[src/rtl/core/hav_pkg.sv]
// package for the haversine distance pipeline: constants, types, atan table
package hav_pkg;

	localparam int ANG_W = 34;   // Q3.29 plus headroom
	localparam int CW = 36;      // cordic datapath width
	localparam longint Q30_ONE = 64'd1073741824;
	localparam longint PI_Q29 = 64'd1686629713;
	localparam longint HALF_PI_Q29 = 64'd843314857;
	localparam longint CORDIC_K = 64'd652032874;
	localparam longint DIST_MAX = 64'd20015087;
	localparam longint TWO_R = 64'd12742000;

	typedef logic signed [CW-1:0] cw_t;

	// truncated atan(2^-i) in Q1.30, zero beyond index 30
	function automatic cw_t atan_at(input int i);
		logic [31:0] v;
		case (i)
			0: v = 32'h3243F6A8;  1: v = 32'h1DAC6705;  2: v = 32'h0FADBAFC;
			3: v = 32'h07F56EA6;  4: v = 32'h03FEAB76;  5: v = 32'h01FFD55B;
			6: v = 32'h00FFFAAA;  7: v = 32'h007FFF55;  8: v = 32'h003FFFEA;
			9: v = 32'h001FFFFD;  10: v = 32'h000FFFFF; 11: v = 32'h0007FFFF;
			12: v = 32'h0003FFFF; 13: v = 32'h0001FFFF; 14: v = 32'h0000FFFF;
			15: v = 32'h00007FFF; 16: v = 32'h00003FFF; 17: v = 32'h00001FFF;
			18: v = 32'h00000FFF; 19: v = 32'h000007FF; 20: v = 32'h000003FF;
			21: v = 32'h000001FF; 22: v = 32'h000000FF; 23: v = 32'h0000007F;
			24: v = 32'h0000003F; 25: v = 32'h0000001F; 26: v = 32'h0000000F;
			27: v = 32'h00000008; 28: v = 32'h00000004; 29: v = 32'h00000002;
			30: v = 32'h00000001;
			default: v = 32'h0;
		endcase
		return cw_t'({4'b0, v});
	endfunction

endpackage

[src/rtl/core/hav_torad.sv]
// degree-to-radian conversion, pipelined: v * 2^29 * pi / 180e7, truncated toward zero
module hav_torad import hav_pkg::*; #(
	parameter bit HALF = 1'b0
) (
	input  logic                    clk,
	input  logic                    en,
	input  logic signed [32:0]      v,
	output cw_t                     ang
);
	// q = floor(mag * 31415926 * 2^29 / D), D = 18e15 (or 36e15 for half)
	// computed as floor(mag * M / 2^S), M the scaled reciprocal rounded up
	localparam longint unsigned DEN = HALF ? 64'd36000000000000000 : 64'd18000000000000000;
	// the reduced divisor is below 2^38 and mag below 2^32, so with S = 72 the
	// rounding error of M stays under 2^-40 and the floor is exact
	localparam int SH = 72;
	localparam logic [71:0] RECIP = 72'(((128'd31415926 << (29 + SH)) / 128'(DEN)) + 128'd1);

	logic        neg_s1, neg_s2, neg_s3;
	logic [32:0] mag_s1;
	logic [63:0] prod_lo_s2, prod_hi_s2, prod_top_s2;
	logic [127:0] q_s3;

	// stage 1: magnitude
	always_ff @(posedge clk) begin
		if (en) begin
			neg_s1 <= v[32];
			mag_s1 <= v[32] ? 33'(-v) : 33'(v);
		end
	end

	// stage 2: three partial products of mag times reciprocal
	always_ff @(posedge clk) begin
		if (en) begin
			neg_s2 <= neg_s1;
			prod_lo_s2 <= 64'(mag_s1) * 64'(RECIP[31:0]);
			prod_hi_s2 <= 64'(mag_s1) * 64'(RECIP[63:32]);
			prod_top_s2 <= 64'(mag_s1) * 64'(RECIP[71:64]);
		end
	end

	// stage 3: combine partial products
	always_ff @(posedge clk) begin
		if (en) begin
			neg_s3 <= neg_s2;
			q_s3 <= ({64'b0, prod_top_s2} << 64) + ({64'b0, prod_hi_s2} << 32)
				+ {64'b0, prod_lo_s2};
		end
	end

	// stage 4: shift and restore sign
	always_ff @(posedge clk) begin
		if (en) ang <= neg_s3 ? -cw_t'(q_s3 >> SH) : cw_t'(q_s3 >> SH);
	end

endmodule
[config.mk]
export PLATFORM = sky130hd
export DESIGN_NAME = hav_torad
export DESIGN_NICKNAME = d
export VERILOG_FILES = /design/src/rtl/core/hav_pkg.sv /design/src/rtl/core/hav_torad.sv
export SDC_FILE = /design/constraint.sdc
export NUM_CORES = 2
export LEC_CHECK = 0
export ABC_AREA = 1
export BUFFER_PORTS_ARGS = -buffer_cell sky130_fd_sc_hd__buf_2
export CORE_MARGIN = 3
export CORE_UTILIZATION = 45
export DETAILED_ROUTE_END_ITERATION = 16
export GPL_TIMING_DRIVEN = 0
export PLACE_DENSITY_LB_ADDON = 0.2
export SLEW_MARGIN = 20
export SYNTH_ARGS = -nofsm -noshare
export SYNTH_HDL_FRONTEND = slang
export SYNTH_SLANG_ARGS = --single-unit
[constraint.sdc]
create_clock -name clk -period 9.6 [get_ports clk]
set_clock_uncertainty 0.15 [all_clocks]
set_input_delay 0 -clock clk [delete_from_list [all_inputs] [get_ports clk]]
set_output_delay 0 -clock clk [all_outputs]
set_load 0.03 [all_outputs]
# After elaboration in Yosys (flattened, before gate mapping)
# Index checks and enable logic that the tools add are counted.
[totals] register_bits=342 inputBits=35
[classes] mux=2 n_mul=3 add_sub_neg=4
[ops] cell="106-bit by 64-bit adder with 107-bit output" n=1
[ops] cell="105-bit by 96-bit adder with 106-bit output" n=1
[ops] cell="33-bit by 31-bit multiplier with 63-bit output, second input constant" n=1
[ops] cell="33-bit by 26-bit multiplier with 59-bit output, second input constant" n=1
[ops] cell="33-bit by 8-bit multiplier with 41-bit output, second input constant" n=1
[ops] cell="36-bit two-way mux" n=1
[ops] cell="35-bit negation with 36-bit output" n=1
[ops] cell="33-bit negation" n=1
[ops] cell="32-bit two-way mux" n=1

# Logic depth before layout (Yosys ltp)
[logic_depth] depth_word=2 ltp_mapped=27 mapped_depth_nobuf=27

# Least setup slack after synthesis
# OpenSTA, ideal clock, no wires.
[synth_path] path_kind="reg-to-reg" start="register mag_s1[4]" end="register prod_hi_s2[52] (data pin)" setup_time_ns=0.253 path_stages_with_launch=25 required_ns=9.197 path_buffers=0 slack_ns=3.202 period_less_slack_ns=6.398 t_arrival_ns=5.995 path_cell_list="edfxtp_1 -> inv_1 -> fa_1 -> inv_1 -> ha_1 -> ha_1 -> fa_1 -> inv_1 -> fa_1 -> inv_1 -> fa_1 -> fa_1 -> inv_1 -> fa_1 -> inv_1 -> ha_1 -> nand2_1 -> nand2_1 -> a31oi_1 -> nand2_1 -> o21bai_1 -> nand2_1 -> nand3_1 -> nand2_1 -> nand2_1"
[synth_via] elab_chain_len=1
[synth_rtl] item="start, declared" line="hav_torad.sv:19" rtl="logic [32:0] mag_s1;"
[synth_rtl] item="start signal, assigned" line="hav_torad.sv:27" rtl="mag_s1 <= v[32] ? 33'(-v) : 33'(v);"
[synth_rtl] item="33-bit by 31-bit multiplier with 63-bit output" line="hav_torad.sv:36" rtl="prod_hi_s2 <= 64'(mag_s1) * 64'(RECIP[63:32]);"
[synth_rtl] item="end signal, assigned" line="hav_torad.sv:36"
[synth_rtl] item="end, declared" line="hav_torad.sv:20" rtl="logic [63:0] prod_lo_s2, prod_hi_s2, prod_top_s2;"
# Every way passes these cells.
# A chain may end at the register's enable or synchronous reset.

# Worst setup path after layout
[layout_path] start="register mag_s1[1]" end="register prod_lo_s2[50] (data pin)"
[layout_via] elab_chain_len=1
[layout_rtl] item="33-bit by 26-bit multiplier with 59-bit output" line="hav_torad.sv:35" rtl="prod_lo_s2 <= 64'(mag_s1) * 64'(RECIP[31:0]);"
[layout_rtl] item="end signal, assigned" line="hav_torad.sv:35"
[layout_rtl] item="end, declared" line="hav_torad.sv:20"
# Every way passes these cells.

==> run_results.csv <==
group,metric,value,unit
critical_path,slowest_delay,0.82,ns
global_route,antenna_found_initial,12,
synthesis,synthTopCellsByArea,"fa_1 (26%), ha_1 (20%), edfxtp_1 (14%)",
routing,drt-vias-per-instance,5.17,
routing,drtPass1Iterations,6,
critical_path,required,9.79,ns
routing,drc,0,
critical_path,start_kind,"flip-flop",
synthesis,synth_top_area_share,26.5,%
place,gp_congestion,1.02,
final_layout,syn2layout_area_growth,8.44,%
critical_path,worstPathMaxFanout,9,
routing,dr.first_iter.drc_count,3022,
clocking,cts_tree,"built",
clocking,clock_latency,0.60,ns
clocking,cts_setup_buffers,0,
floorplanning,coreArea,111000,sq um
final_layout,fin_nets,8037,
floorplanning,dieArea,117000,sq um
routing,wl_per_cell,23.9,microns
critical_path,critPathCaptureType,"flip-flop",
synthesis,yosysTopAreaCell,"fa_1",
synthesis,yosysWarnings,0,
clocking,cts.sinks,239,
clocking,cts_buffer_depth,3,
critical_path,crit_chain,"buf_8 -> ha_1 -> xor2_1 -> ha_1 -> nor2_1 -> fa_1 -> inv_1 -> fa_1 -> fa_1 -> fa_1 -> inv_1 -> fa_1 -> inv_1 -> ha_1 -> nand2_2 -> nor2_1 -> nand2_1 -> nor3_1 -> nand2_1 -> nand2_1 -> nand2_1 -> nand3_1 -> nand2_1",
critical_path,crit_type,"flip-flop to flip-flop",
critical_path,crit_path_start,"mag_s1[1]$_DFFE_PP_",
synthesis,yosysSeqAreaShare,14.2,%
timing,period_needed,7.93,ns
timing,slew_headroom,19.7,%
synthesis,yosysUniqueCellTypes,47,
critical_path,timing.rr.start,"mag_s1[1]$_DFFE_PP_",
synthesis,avgSynthCellArea,7.99,sq um
timing,finalCritPeriodShare,82.6,%
global_route,grt_pass1_vias,42200,
job,maxCapViolCount,0,
synthesis,synth-seq-cells,239,
synthesis,synthFlopType,"edfxtp_1",
clocking,htreeDepth,1,
critical_path,worst_path_max_delay_cell,"xor2_1",
synthesis,syn_area,50700,sq um
clocking,path_clk_slew,0.06,ns
routing,vias,41500,
synthesis,synth-edff-count,239,
global_route,track_usage,33.4,%
synthesis,synthArstFlopShare,0,%
critical_path,cp.arrival,8.12,ns
clocking,root_buffer,"clkbuf_16",
clocking,cts_made_buffers,28,
synthesis,syn_nets,7844,
floorplanning,die_w,342,microns
place,io_buffers,70,
hold_path,holdCritPathClass,"input pin to flip-flop",
floorplanning,io_pins,71,
place,dp_hpwl,173,mm
floorplanning,die_y,342,microns
timing,hold_viol,0,
floorplanning,rows,122,
synthesis,synthCells,6339,
timing,max_slew.worst_pin.slew,1.20,ns
routing,ant_nets,0,
timing,drv_slew,0,
global_route,grt_pass1_wl,278,mm
global_route,grt_max_degree,95,
floorplanning,initial_core_util,45.5,%
timing,final.setup.tns,0,ns
timing,rsz0062_at_grt,"false",
routing,routed_wl,192,mm
status,outcome,"completed",
timing,fmax,126,MHz
timing,setup_viol,0,
hold_path,min_from,"v[1]",
global_route,grt-ovfl-total,0,
final_layout,drive_above_1_share,4.64,%
==> per-stage QoR <==
stage	instances	setup slack, ns	instance area (sq um)	util [%]	hold slack (ns)
after floorplan	6339	3.20	50700	-	-0.0511
after global placement	7897	0.887	52900	47.5	0.0427
after detailed placement	7924	1.56	53400	48.0	0.0456
after CTS	8034	1.54	54900	49.3	0.123
after global routing	8040	1.47	54900	49.4	0.191
final	8042	1.67	54900	49.4	0.160
==> cells in the mapped netlist (2+ instances only) <==
cell type  number
nor3_4          2
a21oi_1       281
clkbuf_1        7
ha_1          800
o21ai_0       156
o31ai_2         2
nor4_1          7
and2_1          8
a21oi_2         3
o21bai_1       20
fa_1          670
nor4_2          4
nand3_2         8
o31ai_1         2
nor2_1        428
or2_2           7
nor2_4         11
nor3_2         16
and3_1          5
nor3_1         45
nand2_2        35
o21bai_2        2
edfxtp_1      239
nor2_2         42
o21ai_1        17
nand2_1      1380
nand3_1       217
a21o_1         22
nand4_1        52
o21a_1          7
xor2_1        118
a31oi_1         2
o21ai_2         6
xnor2_1        35
inv_2          22
inv_1        1646
nand3b_1        2
o211ai_1        4
==> final timing paths <==
check	endpoint	slack, ns	depth (start not counted)
setup / recovery	prod_lo_s2[50]$_DFFE_PP_	1.67	23
hold / removal	mag_s1[1]$_DFFE_PP_	0.16	4
setup reg to reg	prod_lo_s2[50]$_DFFE_PP_	1.67	23
hold reg to reg	neg_s3$_DFFE_PP_	0.28	0
==> worst max-delay path: cells and delay by family, from the launching register on <==
kind	cells	cell delay, ns
and+or+nand+nor	10	1.33
buffers and inverters	4	0.48
DFF	1	0.81
xor gates and xnor gates	1	0.82
adders and majority gates	8	4.05
==> kinds of logic after synthesis <==
family | Yosys count | share of synthesized area, %
buffers and inverters | 1676 | 12.4
adders and majority gates | 1470 | 46.2
DFF | 239 | 14.2
and+or+nand+nor | 2273 | 18.9
AOI/OAI and AO/OA | 528 | 5.65
xor gates and xnor gates | 153 | 2.64
==> flip-flops by register name, summed over array words and instances (netlist names) <==
| signal | count |
|---|---|
| ang | 36 |
| prod_hi_s2 | 61 |
| neg_s2 | 1 |
| neg_s1 | 1 |
| q_s3 | 34 |
| prod_lo_s2 | 31 |
| neg_s3 | 1 |
| prod_top_s2 | 41 |
| mag_s1 | 33 |
==> layout make-up <==
type / instances / area, sq um
Antenna cell: 4 / 10.0
Buffer: 8 / 33.8
Clock buffer: 31 / 712
Clock inverter: 17 / 143
Fill cell: 11100 / 56300
Inverter: 1668 / 6260
Multi-Input combinational cell: 4424 / 37200
Sequential cell: 239 / 7180
Tap cell: 1488 / 1860
Timing Repair Buffer: 163 / 1540
==> per-layer routing <==
layer	routed length, microns	up-vias	track usage (%)
met2	86100	1390	53.8
met3	15500	270	7.56
li1	-	19900	-
met5	0	-	0
met1	81100	20000	43.6
met4	9590	0	13.0
==> what timing repair did <==
| item | 4_1_cts | 5_1_grt |
|---|---|---|
| hold buffers | 62 | 0 |
| endpoints found under the setup margin | 0 | 0 |
| endpoints found under the hold margin | 119 | 0 |
| gates resized for setup | 0 | 0 |
==> cells in the final DEF, fill, tap and decap left out, drive strengths merged, types with 22 or more instances in the layout <==
cell type and count:
nor3 63, o21bai 22, ha 800, inv 1670, o21ai 180, nand2 1416
clkbuf 38, edfxtp 239, dlygate4sd3 62, a21oi 284, xor2 118, a21o 22
buf 102, xnor2 35, nor2 481, fa 670, nand4 53, nand3 225
Power is not shown: default switching activity piles up to over one toggle a cycle in this logic, so the estimate is an artifact.
